===== src/rtl/krt_pkg.sv =====
// Shared types and codes for the keyed record table.
package krt_pkg;

  localparam int KEY_W  = 32;
  localparam int DATA_W = 64;

  typedef enum logic [1:0] {
    OP_ADD    = 2'd0,
    OP_UPDATE = 2'd1,
    OP_DELETE = 2'd2,
    OP_FIND   = 2'd3
  } op_t;

  typedef enum logic [2:0] {
    ST_OK       = 3'd0,
    ST_DUP      = 3'd1,
    ST_NOTFOUND = 3'd2,
    ST_FULL     = 3'd3,
    ST_EMPTY    = 3'd4
  } status_t;

  typedef enum logic [1:0] {
    S_IDLE    = 2'd0,
    S_MATCH   = 2'd1,
    S_RESOLVE = 2'd2,
    S_EXEC    = 2'd3
  } state_t;

  // Control broadcast from the sequencer to every cell.
  typedef struct packed {
    op_t  op;
    logic capture;  // latch key compare result
    logic commit;   // apply the operation to the stored entry
  } cell_ctl_t;

endpackage


===== src/rtl/krt_cell.sv =====
// One table slot: stores a record, compares the key, appends, updates or shifts down.
module krt_cell #(
  parameter int CNT_W    = 7,
  parameter int POS_W    = 6,
  parameter int CELL_IDX = 0
) (
  input  logic                      clk,
  input  logic                      rst_n,
  input  krt_pkg::cell_ctl_t        ctl,
  input  logic [krt_pkg::KEY_W-1:0] cmd_key,
  input  logic [krt_pkg::DATA_W-1:0] cmd_name,
  input  logic [krt_pkg::DATA_W-1:0] cmd_desc,
  input  logic [CNT_W-1:0]          count,
  input  logic [POS_W-1:0]          hit_pos,
  input  logic [krt_pkg::KEY_W-1:0] nb_key,
  input  logic [krt_pkg::DATA_W-1:0] nb_name,
  input  logic [krt_pkg::DATA_W-1:0] nb_desc,
  output logic [krt_pkg::KEY_W-1:0] key,
  output logic [krt_pkg::DATA_W-1:0] name,
  output logic [krt_pkg::DATA_W-1:0] desc,
  output logic                      match
);
  import krt_pkg::*;

  localparam logic [CNT_W:0] IDX  = (CNT_W+1)'(CELL_IDX);
  localparam logic [CNT_W:0] NEXT = (CNT_W+1)'(CELL_IDX + 1);

  logic [KEY_W-1:0]  key_r;
  logic [DATA_W-1:0] name_r;
  logic [DATA_W-1:0] desc_r;
  logic              match_r;
  logic [CNT_W:0]    count_x;
  logic [CNT_W:0]    hit_x;
  logic              occupied;
  logic              do_append;
  logic              do_update;
  logic              do_shift;

  assign count_x  = {1'b0, count};
  assign hit_x    = (CNT_W+1)'(hit_pos);
  assign occupied = IDX < count_x;

  assign do_append = ctl.commit && (ctl.op == OP_ADD)    && (IDX == count_x);
  assign do_update = ctl.commit && (ctl.op == OP_UPDATE) && match_r;
  // entries at and after the removed slot take their upper neighbor
  assign do_shift  = ctl.commit && (ctl.op == OP_DELETE) && (IDX >= hit_x) &&
                     (NEXT < count_x);

  always_ff @(posedge clk) begin
    if (!rst_n) begin
      match_r <= 1'b0;
    end else if (ctl.capture) begin
      match_r <= occupied && (key_r == cmd_key);
    end
  end

  always_ff @(posedge clk) begin
    if (do_append) begin
      key_r  <= cmd_key;
      name_r <= cmd_name;
      desc_r <= cmd_desc;
    end else if (do_update) begin
      name_r <= cmd_name;
      desc_r <= cmd_desc;
    end else if (do_shift) begin
      key_r  <= nb_key;
      name_r <= nb_name;
      desc_r <= nb_desc;
    end
  end

  assign key   = key_r;
  assign name  = name_r;
  assign desc  = desc_r;
  assign match = match_r;

endmodule


===== config.mk =====
export PLATFORM = sky130hd
export DESIGN_NAME = krt_cell
export DESIGN_NICKNAME = d
export VERILOG_FILES = /design/src/rtl/krt_pkg.sv /design/src/rtl/krt_cell.sv
export SDC_FILE = /design/constraint.sdc
export NUM_CORES = 1
export LEC_CHECK = 0
export ABC_CLOCK_PERIOD_IN_PS = 5200
export BUFFER_PORTS_ARGS = -buffer_cell sky130_fd_sc_hd__buf_2
export CAP_MARGIN = 25
export CELL_PAD_IN_SITES_DETAIL_PLACEMENT = 1
export CELL_PAD_IN_SITES_GLOBAL_PLACEMENT = 2
export CORE_AREA = 2 2 196 198
export DETAILED_ROUTE_END_ITERATION = 8
export DIE_AREA = 0 0 198 200
export HOLD_SLACK_MARGIN = 0.12
export PLACE_DENSITY = 0.63
export SKIP_CTS_REPAIR_TIMING = 1
export SLEW_MARGIN = 10
export SYNTH_ARGS = -nofsm -noshare
export SYNTH_HDL_FRONTEND = slang
export SYNTH_SLANG_ARGS = --single-unit

===== constraint.sdc =====
create_clock -name clk -period 5.2 [get_ports clk]
set_input_delay 0.26 -clock clk [delete_from_list [all_inputs] [get_ports clk]]
set_output_delay 0.26 -clock clk [all_outputs]
set_load 0.05 [all_outputs]

[After elaboration in Yosys (flattened, before gate mapping)]
Cells that the tools add are included.
Storage, ports and cells
  input port bits: 339
  word-level logic and storage cells: 33
  register bits: 161
  output and inout bits: 161
Operators by class
  mux-type cells: 9
  reductions and logical operators: 13
  equality and inequality tests: 4
  $lt $le $gt $ge: 3
Operators with widths (count)
  64-bit two-way mux: 6
  32-bit two-way mux: 3
  32-bit == test: 1
  1-bit by 7-bit less-than comparator with 1-bit output, first input constant: 2
  1-bit logical AND: 8
  8-bit logical NOT: 1
  1-bit by 6-bit >= comparator with 1-bit output, first input constant: 1
  3-bit nonzero test: 1
  2-bit by 1-bit == test with 1-bit output, second input constant: 1
  2-bit == test, second input constant: 1
  2-bit logical NOT: 1
  2-bit != test, second input constant: 1
  2-bit AND reduction: 1
  2-bit nonzero test: 1

[Logic depth before layout (Yosys ltp)]
  word-level depth: 7
  mapped depth: 7
  gate-level depth less buffers: 5

[Worst setup path after synthesis]
No wires, ideal clock.
  kind: input port to flip-flop
  start point: input port count[2]
  end point: register desc_r[0], in the netlist desc[0], enable pin
  stages on the path: 7
  arrival time: 4.536 ns
  setup slack: 0.155 ns
  path through: nor4_1 > nand2_1 > or3_4 > a21oi_4 > buf_6 > buf_6 > nand2b_1
Between the ends
  longest elaborated chain between the ends: 3
  elaborated cells between the ends (all ways): 5
  those cells by class: 1 x order compare; 4 x reduce/logical
RTL lines
  start, declared: line krt_cell.sv:13  | input logic [CNT_W-1:0] count,
  1-bit by 7-bit less-than comparator with 1-bit output / 8-bit logical NOT (equally long branches): line krt_cell.sv:47, krt_cell.sv:43
  1-bit logical AND, on equally long branches: line krt_cell.sv:46, krt_cell.sv:43
  3-bit nonzero test (no line) (*)
  end signal, assigned: line krt_cell.sv:61  | desc_r <= cmd_desc;
  end signal, assigned: line krt_cell.sv:64  | desc_r <= cmd_desc;
  end signal, assigned: line krt_cell.sv:68  | desc_r <= nb_desc;
  end, declared: line krt_cell.sv:30  | logic [DATA_W-1:0] desc_r;
Mark *: on every way between the ends. The rest lies on a longest branch, timed or not.
A chain may end at the register's enable or synchronous reset.

[Worst setup path after layout]
  start point: input port count[2]
  end point: register name_r[3], in the netlist name[3], data pin
Between the ends
  longest elaborated chain between the ends: 3
RTL lines
  8-bit logical NOT: line krt_cell.sv:43  | assign do_append = ctl.commit && (ctl.op == OP_ADD) && (IDX == count_x);
  1-bit logical AND: line krt_cell.sv:43
  64-bit two-way mux: line krt_cell.sv:58  | if (do_append) begin
  end signal, assigned: line krt_cell.sv:60  | name_r <= cmd_name;
  end signal, assigned: line krt_cell.sv:63  | name_r <= cmd_name;
  end signal, assigned: line krt_cell.sv:67  | name_r <= nb_name;
  end, declared: line krt_cell.sv:29  | logic [DATA_W-1:0] name_r;
Every way passes these cells.

==> impl_metrics.toml <==
[job]
maxCapViolations = 0

[placed_design]
hpwlAfterDp_um = 20400
numPlacedInstances = 1395
port_buffers = 499
preCtsSetupSlack_ns = 2.27
place.gp.congestion = 0.743

[yosys]
ys_types = 24
yosysSeqAreaShare_pct = 65.1
synth_seq_cells = 161
syn-num-nets = 737
avgSynthCellArea_um2 = 18.6
yosys_warnings = 0
syn_area_um2 = 7410
syn_inst = 398

[die]
initial_core_util_pct = 19.8
die_w_um = 198
core_um2 = 37400
rows = 71
die-area_um2 = 39600
die_h_um = 200
io_pins = 500

[cts]
clkSinkCount = 161
clk_path_buf_depth = 2
tritoncts = "done"
clk_pin_slew_ns = 0.07
cts_buffers = 17
insertion_delay_ns = 0.44
cts_max_level = 4
root_buffer = "clkbuf_16"

[timing]
timing.setup.tns_ns = 0
fin_worst_skew_ns = 0.00669
fmax_ghz = 0.354
slew_viol_final = 0
fin_crit_sh_pct = 54.4
finalSetupViolations = 0
fin_ws_ns = 2.37
tightest_slew_ns = 0.876
grt_setup_unrepaired = "false"
relSlewSlack_pct = 41.6
final_hold_viol_count = 0
post-route-min-period_ns = 2.83

[setup_path]
crit_path_end_kind = "flip-flop"
cp-start-kind = "input pin"
arrival_ns = 3.01
cp_max_fo = 128
worstSetupPathType = "input pin to flip-flop"
cp.required_ns = 5.39

[cells_and_area]
fillerInstances = 4099
final_cells = 1710
final_common_cell = "buf_2"
drive_gt1_share_pct = 58.1
final_nets = 1523
area_delta_synth_final_pct = 85.8
final_cell_mix = "buf_2, dlygate4sd3_1, edfxtp_1"
final_util_pct = 36.8

[drt]
wl_per_cell_um = 17.3
wl_met3_um = 2840
drtAntennaViolNets = 0
avgViaCountPerCell = 3.90
vias = 6662
met2WireLength_um = 15500
drcViolationCount = 0
firstDrtPassIters = 4
highest_layer = "met4"
drt-met1-wl_um = 10700
initialDrtViolationCount = 122
drt_wl_total_um = 29600

[pwr]
p_leak_nw = 5.66
ir_drop_mv = 0.222
powerDensity_nw_per_um2 = 233

[global_routing]
grt_antenna_before_repair = 4
grt_use_total_pct = 12.6
grt_pass1_wl_um = 36000
grt_max_degree = 129
first_global_vias = 5847
grt-ovfl-total = 0

[run_status]
status = "finished clean"

[min_path]
min_path_type = "input pin to flip-flop"
## where the power goes
group / total, W / internal [W] / switching, W
Combinational: 0.000405 / 0.000286 / 0.000120
Sequential: 0.00143 / 0.00143 / 0.00000137
Clock: 0.00138 / 0.000801 / 0.000575
## path summary, 6_finish.rpt
path	from	endpoint	slack, ns	depth (start not counted)
hold reg to reg	match	match	0.58	2
setup / recovery	count[2]	name[3]	2.37	8
setup reg to reg	match	name[3]	2.51	5
hold / removal	ctl[1]	match	0.14	3
## kinds of logic after synthesis
| logic type | count (synthesis) | synth area share [%] |
|---|---|---|
| AOI/OAI and AO/OA | 2 | 0.287 |
| xor gates and xnor gates | 32 | 3.78 |
| buffers and inverters | 17 | 3.68 |
| DFF | 161 | 65.1 |
| muxes | 160 | 24.8 |
| and+or+nand+nor | 26 | 2.36 |
## synth_stat cells, drive strengths merged
cell type,number,share of area (%)
a21oi,1,0.22
buf,17,3.7
dfxtp,1,0.27
edfxtp,160,65
mux2,160,25
nand2,2,0.10
nand2b,4,0.34
nand3b,1,0.10
nand4,5,0.42
nand4b,1,0.12
nor2,1,0.051
nor3,2,0.29
nor4,6,0.51
o21ai,1,0.067
or2,1,0.084
or3,1,0.15
or4,2,0.20
xnor2,12,1.4
xor2,20,2.4
## metrics by stage
stage | hold slack [ns] | instance area, um^2 | total power [W]
floorplan | 0.399 | 7410 | 0.00155
global placement | 0.543 | 10300 | 0.00169
detailed placement | 0.555 | 10300 | 0.00169
CTS | 0.0731 | 11000 | 0.00309
global route | 0.117 | 13800 | 0.00334
finish | 0.136 | 13800 | 0.00321
## flip-flops by register name (all words and copies together), names as in the netlist
signal	flops
desc	64
key	32
match	1
name	64
## layer usage
| layer | vias up | global-route usage (%) |
|---|---|---|
| li1 | 3128 | - |
| met2 | 337 | 22.3 |
| met1 | 3170 | 13.0 |
| met3 | 27 | 6.22 |
| met5 | - | 0 |
| met4 | 0 | 4.29 |
## worst max-delay path, stage by stage
cell and delay, ns:
buf_2 0.10, nor4_1 0.27, nand2_1 0.14, or3_4 0.36
a21oi_4 0.17, buf_12 0.52, mux2_2 0.42, dlygate4sd3_1 0.57
## cell type report
cell class	count	area (um^2)	share of cell area [%]
multi-input cells	220	2320	16.9
repair buffers	784	5370	38.9
flip-flops and latches	161	4820	35.0
diodes	2	5.00	0.0363
clock buffers	17	425	3.09
clock inverters	15	191	1.39
well taps	511	639	4.64
(Power assumes the default switching activity.)
